`src/swm_pkg.sv`:
```
// Shared constants and helpers for the sliding-window median filter.
package swm_pkg;

    localparam int SAMPLE_W       = 32;
    localparam int WINDOW_DEFAULT = 8;

    // Mean of the two middle values: 33-bit sum, arithmetic shift, floor rounding.
    function automatic logic signed [SAMPLE_W-1:0] floor_half_sum(
        input logic signed [SAMPLE_W-1:0] a,
        input logic signed [SAMPLE_W-1:0] b
    );
        logic signed [SAMPLE_W:0] sum;
        sum = {a[SAMPLE_W-1], a} + {b[SAMPLE_W-1], b};
        return sum[SAMPLE_W:1];
    endfunction

endpackage

```
`src/sliding_window_median_top.sv`:
```
// Top level of the sliding-window running median filter.
//
// Usage:
//   Input channel s_*: one signed Q16.16 sample per request on s_tdata.
//   Output channel m_*: one signed Q16.16 median per accepted sample, in order.
//   The window holds the last WINDOW samples; after reset it holds WINDOW zeros,
//   which take part in the median until overwritten.
//   Odd WINDOW: middle sorted value. Even WINDOW: floor of the mean of the two
//   middle values.
// Path: a sample accepted into the chain cells reaches m_tdata through the median
//   tap register m_tdata_reg, which loads once the output is free.
// Throughput: one sample per cycle while m_tready keeps the output free. Each cell of the
//   sorted chain updates from its two neighbors, so one shift step per sample sets the rate.
// Stall: while a result waits on a low m_tready, one more sample is taken into
//   the chain; after that s_tready drops until the output register frees up.
// Reset: synchronous, active-low aresetn clears the chain to zeros, the ages to
//   the ring order and both valid flags; the block takes samples on the next cycle.
module sliding_window_median_top
    import swm_pkg::*;
#(
    parameter int WINDOW = WINDOW_DEFAULT
) (
    input  logic                aclk,
    input  logic                aresetn,
    input  logic                s_tvalid,
    output logic                s_tready,
    input  logic [SAMPLE_W-1:0] s_tdata,   // [31:0] sample
    output logic                m_tvalid,
    input  logic                m_tready,
    output logic [SAMPLE_W-1:0] m_tdata    // [31:0] median
);

    localparam int AGE_W = (WINDOW > 1) ? $clog2(WINDOW) : 1;

    logic signed [SAMPLE_W-1:0] cell_val [WINDOW];
    logic [AGE_W-1:0]           cell_age [WINDOW];
    logic [WINDOW-1:0]          cell_gt;
    logic [WINDOW-1:0]          cell_oldest;

    logic                       pend_reg;    // chain holds a median not yet taken
    logic                       m_tvalid_reg;
    logic [SAMPLE_W-1:0]        m_tdata_reg, m_tdata_next;

    logic                       s_accept;
    logic                       out_load;
    logic [AGE_W-1:0]           rem_idx;     // index of the entry to evict

    assign out_load = pend_reg && (!m_tvalid_reg || m_tready);
    assign s_tready = !pend_reg || out_load;
    assign s_accept = s_tvalid && s_tready;

    // Exactly one cell is oldest; its index comes out of an OR tree.
    always_comb begin
        rem_idx = '0;
        for (int i = 0; i < WINDOW; i++) begin
            rem_idx = rem_idx | (cell_oldest[i] ? AGE_W'(i) : AGE_W'(0));
        end
    end

    // Sorted chain, ascending from cell 0. Ends see -inf on the left, +inf on the right.
    for (genvar i = 0; i < WINDOW; i++) begin : g_cell
        logic signed [SAMPLE_W-1:0] lv, rv;
        logic [AGE_W-1:0]           la, ra;
        logic                       lg, rg, rle_self, rle_left;

        if (i == 0) begin : g_first
            assign lv       = '0;
            assign la       = '0;
            assign lg       = 1'b0;
            assign rle_left = 1'b0;
        end else begin : g_mid_l
            assign lv       = cell_val[i-1];
            assign la       = cell_age[i-1];
            assign lg       = cell_gt[i-1];
            assign rle_left = rem_idx <= AGE_W'(i - 1);
        end

        if (i == WINDOW - 1) begin : g_last
            assign rv = '0;
            assign ra = '0;
            assign rg = 1'b1;
        end else begin : g_mid_r
            assign rv = cell_val[i+1];
            assign ra = cell_age[i+1];
            assign rg = cell_gt[i+1];
        end

        assign rle_self = rem_idx <= AGE_W'(i);

        swm_cell #(
            .WINDOW    (WINDOW),
            .AGE_W     (AGE_W),
            .RESET_AGE (WINDOW - 1 - i)
        ) u_cell (
            .aclk        (aclk),
            .aresetn     (aresetn),
            .shift_en    (s_accept),
            .sample      (s_tdata),
            .rem_le_self (rle_self),
            .rem_le_left (rle_left),
            .left_val    (lv),
            .left_age    (la),
            .left_gt     (lg),
            .right_val   (rv),
            .right_age   (ra),
            .right_gt    (rg),
            .val         (cell_val[i]),
            .age         (cell_age[i]),
            .gt          (cell_gt[i]),
            .oldest      (cell_oldest[i])
        );
    end

    // Median taps at fixed places in the sorted chain.
    if ((WINDOW % 2) == 0) begin : g_even
        assign m_tdata_next = floor_half_sum(cell_val[WINDOW/2 - 1], cell_val[WINDOW/2]);
    end else begin : g_odd
        assign m_tdata_next = cell_val[WINDOW/2];
    end

    always_ff @(posedge aclk) begin
        if (!aresetn) begin
            pend_reg     <= 1'b0;
            m_tvalid_reg <= 1'b0;
        end else begin
            if (s_accept) begin
                pend_reg <= 1'b1;
            end else if (out_load) begin
                pend_reg <= 1'b0;
            end
            if (out_load) begin
                m_tvalid_reg <= 1'b1;
            end else if (m_tready) begin
                m_tvalid_reg <= 1'b0;
            end
        end
    end

    always_ff @(posedge aclk) begin
        if (out_load) begin
            m_tdata_reg <= m_tdata_next;
        end
    end

    assign m_tvalid = m_tvalid_reg;
    assign m_tdata  = m_tdata_reg;

endmodule

```
`src/swm_cell.sv`:
```
// One cell of the sorted chain: holds a sample value and its age.
module swm_cell
    import swm_pkg::*;
#(
    parameter int WINDOW    = WINDOW_DEFAULT,
    parameter int AGE_W     = 3,
    parameter int RESET_AGE = 0
) (
    input  logic                       aclk,
    input  logic                       aresetn,
    input  logic                       shift_en,
    input  logic signed [SAMPLE_W-1:0] sample,
    input  logic                       rem_le_self,   // removed cell sits at or below this one
    input  logic                       rem_le_left,   // removed cell sits at or below the left one
    input  logic signed [SAMPLE_W-1:0] left_val,
    input  logic [AGE_W-1:0]           left_age,
    input  logic                       left_gt,
    input  logic signed [SAMPLE_W-1:0] right_val,
    input  logic [AGE_W-1:0]           right_age,
    input  logic                       right_gt,
    output logic signed [SAMPLE_W-1:0] val,
    output logic [AGE_W-1:0]           age,
    output logic                       gt,
    output logic                       oldest
);

    logic signed [SAMPLE_W-1:0] val_reg, val_next;
    logic [AGE_W-1:0]           age_reg, age_next;

    // Chain with the oldest entry taken out: c[i] and c[i-1]
    logic signed [SAMPLE_W-1:0] c_val, cl_val;
    logic [AGE_W-1:0]           c_age, cl_age;
    logic                       c_gt, cl_gt;

    assign gt     = val_reg > sample;
    assign oldest = age_reg == AGE_W'(WINDOW - 1);
    assign val    = val_reg;
    assign age    = age_reg;

    always_comb begin
        c_val  = rem_le_self ? right_val : val_reg;
        c_age  = rem_le_self ? right_age : age_reg;
        c_gt   = rem_le_self ? right_gt  : gt;
        cl_val = rem_le_left ? val_reg   : left_val;
        cl_age = rem_le_left ? age_reg   : left_age;
        cl_gt  = rem_le_left ? gt        : left_gt;
        if (!c_gt) begin
            val_next = c_val;
            age_next = c_age + 1'b1;
        end else if (cl_gt) begin
            val_next = cl_val;
            age_next = cl_age + 1'b1;
        end else begin
            val_next = sample;
            age_next = '0;
        end
    end

    always_ff @(posedge aclk) begin
        if (!aresetn) begin
            val_reg <= '0;
            age_reg <= AGE_W'(RESET_AGE);
        end else if (shift_en) begin
            val_reg <= val_next;
            age_reg <= age_next;
        end
    end

endmodule

```
`config.mk`:
```
export PLATFORM = sky130hd
export DESIGN_NAME = sliding_window_median_top
export DESIGN_NICKNAME = d
export VERILOG_FILES = /design/src/swm_pkg.sv /design/src/sliding_window_median_top.sv /design/src/swm_cell.sv
export SDC_FILE = /design/constraint.sdc
export NUM_CORES = 1
export LEC_CHECK = 0
export BUFFER_PORTS_ARGS = -buffer_cell sky130_fd_sc_hd__buf_2
export CORE_MARGIN = 3
export CORE_UTILIZATION = 30
export CTS_CLUSTER_DIAMETER = 50
export CTS_CLUSTER_SIZE = 20
export DETAILED_ROUTE_END_ITERATION = 12
export PLACE_DENSITY = 0.53
export SLEW_MARGIN = 20
export SYNTH_ARGS = -nofsm -noshare
export SYNTH_HDL_FRONTEND = slang
export SYNTH_HIERARCHICAL = 1
export SYNTH_SLANG_ARGS = --single-unit
```
`constraint.sdc`:
```
create_clock -name aclk -period 5.01 [get_ports aclk]
set_input_delay 1.002 -clock aclk [delete_from_list [all_inputs] [get_ports aclk]]
set_output_delay 1.002 -clock aclk [all_outputs]
set_load 0.02 [all_outputs]
```
==> qor.yml, run 1 <==
r2r_start: "g_cell[3].u_cell/val[19]"
cp-startpoint: "s_tdata[7]"
post-route-period-util_pct: 88.3
crit_required_ns: 5.51
clock_latency_ns: 0.63
coreArea_sq_mm: 0.0942
clkPwrFrac_pct: 19.9
hold_slack_ns: 0.505
die_h_um: 316
drt_iter0_drc: 2298
clk_pin_slew_ns: 0.06
cts.hold.buffers_added: 0
drive_above_1_share_pct: 18.2
r2r_slack_ns: 1.03
io_pins: 70
setup_viol_count_final: 0
grt_usage_pct: 19.4
antennaDiodeCount: 0
power_frac_comb_pct: 56.7
dp_hpwl_um: 74300
critPathMaxFanout: 24
syn2layout_area_growth_pct: 14.1
drtAntennaViolNets: 0
fmaxAchievable_ghz: 0.226
final_common_cell: "nand2_1"
hold_viol_final: 0
drc_errors: 0
grt_pass1_wl_um: 154000
crit_arrival_ns: 4.92
p_int_mw: 10.7
finClkSkew_ns: 0.0448
cts_buffers: 55
irDropWorstVdd_mv: 0.387
netSwitchingFraction_pct: 48.6
die_area_sq_mm: 0.0996
path_class: "primary input to flop"
drv_cap: 0
num_vias: 26753
cts_root_buf: "clkbuf_16"
syn_avg_cell_area_sq_um: 8.38
critPathLaunchType: "primary input"
start_util_pct: 30.5
dr.pass1.iters: 5
post-route-util_pct: 34.8
die_x_um: 316
largest_register_ffs: 256
hold_path.class: "flop to flop"
p_sw_mw: 10.1
clk_path_buf_depth: 3
leakage_nw: 13.7
maxSlewHeadroom_pct: 36.7
gp_congestion: 0.915
placed_cell_area_sq_mm: 0.0308
synth_warnings: 6
rsz0062_at_grt: "no"
fin_nets: 3807
antenna_found_initial: 2
power_density_mw_per_mm2: 632
grt_max_degree: 144
cts_tree: "yes"
final_cell_mix: "426 x nand2_1, 303 x ha_1, 291 x inv_1"
wire_per_inst_um: 20.9
io_buffers: 69
row_count: 112
fin_crit_ns: 4.42
status: "finished, final reports clean"
dp_cells: 4664
fin_cells: 4765
wl_um: 99800
cts.sinks: 314
hp-start: "g_cell[0].u_cell/val[30]"
grt_pass1_vias: 25313
slew_viol_final: 0
vias_per_cell: 5.61
seqPwrFrac_pct: 23.4
syn-instance-count: 3430
finalInstanceArea_sq_mm: 0.0328
crit_path_end_kind: "flop"
h-tree-depth: 2
cts_resized: 0
worst_pin_slew_ns: 0.949
gr-total-overflow: 0
post-cts-setup-buffers: 0
synth_area_sq_mm: 0.0287
stage by stage:
step / setup WS (ns) / total power [mW] / setup TNS (ns)
floorplan: 0.847 / 12.8 / 0
global placement: -0.151 / 16.3 / -0.545
detailed placement: -0.0453 / 16.4 / -0.0689
CTS: 0.612 / 20.6 / 0
global route: 0.378 / 22.1 / 0
finish: 0.588 / 20.7 / 0
routing by layer:
layer / track usage (%) / up-vias / wire (um)
li1: - / 13054 / -
met3: 2.52 / 161 / 5350
met1: 27.7 / 12737 / 47900
met2: 30.4 / 801 / 43600
met4: 5.67 / 0 / 2960
met5: 0 / - / 0
worst max-delay path, stage by stage:
cell and delay [ns]:
buf_2 0.19, buf_4 0.20, inv_1 0.05, ha_1 0.32, a21oi_1 0.15, o21ai_0 0.24
a221oi_1 0.62, a31oi_1 0.31, o211ai_1 0.28, nand2_1 0.09, nor2b_1 0.16, nor4_2 0.48
buf_4 0.21, buf_12 0.16, nor2b_1 0.06, a211oi_1 0.26, o22ai_2 0.13
path summary, 6_finish.rpt:
check / depth (start not counted) / to
worst max-delay path: 17 / g_cell[1].u_cell/val[13]
worst min-delay path: 2 / g_cell[0].u_cell/val[30]
worst max register to register: 12 / g_cell[2].u_cell/val[7]
worst min register to register: 2 / g_cell[0].u_cell/val[30]
final cells by class:
cell class | count | area, sq um
flip-flops and latches | 314 | 6610
repair buffers | 201 | 1630
inverters | 291 | 1090
clock inverters | 36 | 494
clock buffers | 65 | 1490
fillers | 9671 | 61400
multi-input cells | 2604 | 19900
well taps | 1254 | 1570
power by group through the flow:
stage / Combinational (mW) / Clock [mW] / Sequential (mW)
floorplan: 8.60 / 0 / 4.22
global placement: 11.5 / 0 / 4.85
finish: 11.8 / 4.12 / 4.85
detailed placement: 11.6 / 0 / 4.83
global route: 12.8 / 4.29 / 4.93
CTS: 11.6 / 4.19 / 4.79
Note: power is estimated with default switching activity, not from simulation.
==> run 2, diff against run 1 <==
--- a/config.mk
+++ b/config.mk
@@ -12,6 +12,7 @@
 export CTS_CLUSTER_SIZE = 20
 export DETAILED_ROUTE_END_ITERATION = 12
 export PLACE_DENSITY = 0.53
+export RECOVER_POWER = 100
 export SLEW_MARGIN = 20
 export SYNTH_ARGS = -nofsm -noshare
 export SYNTH_HDL_FRONTEND = slang
==> run 2 against run 1 <==
Net effect: the run now ends with capacitance limit, slew limit left; global-route usage stayed put; register-to-register slack worse by 0.22 ns; sequential share of layout area up 0.16 points; flip-flop and latch count unchanged; final area fell by 0.80%; via count up 0.32%; fmax fell by 6.0%; critical path type unchanged; largest cell class unchanged; highest routed layer unchanged.
==> qor.yml, run 2 (same netlist as run 1, synthesis figures left out) <==
die_h_um: 316  # unchanged
maxSlewHeadroom_pct: -97.4  # -130 points
antennaDiodeCount: 0  # unchanged
io_buffers: 69  # unchanged
hold_path.class: "flop to flop"
status: "complete, but fails checks"
r2r_slack_ns: 0.81  # -0.22 ns
rsz0062_at_grt: "no"
start_util_pct: 30.5  # unchanged
grt_max_degree: 144  # unchanged
violations: "capacitance limit, slew limit"
die_x_um: 316  # unchanged
power_frac_comb_pct: 56.3  # -0.4 points
slew_viol_final: 213  # +213
fillers: 9737  # +0.68%
final_cell_mix: "427 x nand2_1, 303 x ha_1, 291 x inv_1"
setup_viol_count_final: 0  # unchanged
r2r_start: "g_cell[6].u_cell/val[15]"
h-tree-depth: 2  # unchanged
critPathLaunchType: "primary input"
cts_tree: "yes"
placed_cell_area_sq_mm: 0.0308  # unchanged
holdPathStages: 2  # unchanged
finalSetupTns_ns: 0  # unchanged
gr-total-overflow: 0  # unchanged
path_class: "primary input to flop"
row_count: 112  # unchanged
grt_pass1_vias: 25313  # unchanged
num_vias: 26839  # +0.32%
r2r_cells: 13  # +1
r2r-end: "g_cell[7].u_cell/val[0]"
irDropWorstVdd_mv: 0.381  # -1.6%
fin_nets: 3807  # unchanged
leakage_nw: 13.5  # -1.4%
clkPwrFrac_pct: 20.1  # +0.2 points
antenna_found_initial: 2  # unchanged
drc_errors: 0  # unchanged
p_int_mw: 10.5  # -1.3%
netSwitchingFraction_pct: 48.8  # +0.17 points
clk_path_buf_depth: 3  # unchanged
hold_slack_ns: 0.503  # -0.00190 ns
die_area_sq_mm: 0.0996  # unchanged
coreArea_sq_mm: 0.0942  # unchanged
clock_latency_ns: 0.62  # about the same
grt-busiest-layer: "met2"
met1_usage_pct: 27.7  # unchanged
grtUsageMet2_pct: 30.4  # unchanged
drv_cap: 3  # +3
finClkSkew_ns: 0.0438  # -0.00102 ns
cts.hold.buffers_added: 0  # unchanged
seqPwrFrac_pct: 23.6  # +0.2 points
wire_per_inst_um: 21.0  # +0.14%
drt_iter0_drc: 2234  # -2.8%
cts_buffers: 55  # unchanged
worst_pin_slew_ns: 2.96  # +2.01 ns
fin_crit_ns: 4.70  # +0.283 ns
gp_congestion: 0.915  # unchanged
cts.sinks: 314  # unchanged
grt_usage_pct: 19.4  # unchanged
drive_above_1_share_pct: 16.3  # -1.9 points
final_common_cell: "nand2_1"
wl_um: 99900  # +0.14%
hold_viol_final: 0  # unchanged
io_pins: 70  # unchanged
dp_cells: 4664  # unchanged
fin_total_pwr_mw: 20.5  # -0.96%
power_density_mw_per_mm2: 631  # -0.16%
fmaxAchievable_ghz: 0.213  # -6.0%
post-cts-setup-buffers: 0  # unchanged
dr.pass1.iters: 5  # unchanged
vias_per_cell: 5.63  # +0.32%
finalInstanceArea_sq_mm: 0.0325  # -0.80%
syn2layout_area_growth_pct: 13.2
hold_end: "g_cell[7].u_cell/val[24]"
p_sw_mw: 10.0  # -0.61%
crit_arrival_ns: 5.22  # +0.30 ns
clk_pin_slew_ns: 0.05  # about the same
crit_path_end_kind: "flop"
critPathMaxFanout: 31  # +29%
hp-start: "g_cell[7].u_cell/val[24]"
crit_required_ns: 5.53  # +0.02 ns
grtUsageMet3_pct: 2.52  # unchanged
cts_root_buf: "clkbuf_16"
grt_pass1_wl_um: 154000  # unchanged
post-route-period-util_pct: 93.9  # +5.7 points
cts_resized: 0  # unchanged
largest_register_ffs: 256  # unchanged
drtAntennaViolNets: 0  # unchanged
dp_hpwl_um: 74300  # unchanged
fin_cells: 4765  # unchanged
[run 2: changes by cell type in the layout (fill, tap and decap cells not counted), sizes merged]
cell,before,now
buf,201,153
clkbuf,65,113
[run 2: routing by layer]
metal,wire length [um],vias to the layer above,part of all wire (%)
met4,3040,0,3.0
li1,-,13054,-
met5,0,-,0
met1,47800,12787,48
met3,5550,169,5.6
met2,43500,829,44
[run 2: critical path, stage by stage]
cell and delay (ns):
clkbuf_1 0.32, inv_1 0.11, ha_1 0.34, nand4_1 0.23
a2111oi_0 0.64, buf_4 0.22, o31a_1 0.21, or3_1 0.19
nand2_1 0.14, nor2b_1 0.17, or4b_2 0.71, clkbuf_2 0.39
mux2i_1 0.21, and2_0 0.19, o22ai_2 0.16
[run 2: final cells by class]
class	count	area [sq um]	area share, %
clock buffers	65	1490	4.58
clock inverters	36	494	1.52
inverters	291	1090	3.36
multi-input cells	2604	19800	60.8
flip-flops and latches	314	6610	20.3
well taps	1254	1570	4.82
repair buffers	201	1520	4.66
[run 2: worst max-delay path by stage]
| stage | start | endpoint | cells after the start |
|---|---|---|---|
| floorplan | s_tdata[14] | g_cell[7].u_cell/val[10] | 14 |
| global placement | s_tdata[7] | g_cell[1].u_cell/val[13] | 17 |
| detailed placement | s_tdata[7] | g_cell[1].u_cell/val[1] | 17 |
| CTS | s_tdata[7] | g_cell[1].u_cell/val[13] | 17 |
| global route | s_tdata[15] | g_cell[4].u_cell/val[26] | 16 |
| finish | s_tdata[15] | g_cell[7].u_cell/val[0] | 15 |
[run 2: through the flow]
step	util, %	setup slack (ns)
CTS	34.8	0.612
floorplan	-	0.847
global placement	32.7	-0.151
global route	34.6	0.196
finish	34.6	0.305
detailed placement	32.7	-0.0453
[run 2: power groups by stage]
stage                     registers, mW  clock network [mW]  logic (mW)
after floorplan                    4.22                   0        8.60
after global placement             4.85                   0        11.5
after detailed placement           4.83                   0        11.6
after CTS                          4.79                4.19        11.6
after global routing               4.94                4.29        12.7
final                              4.85                4.12        11.6
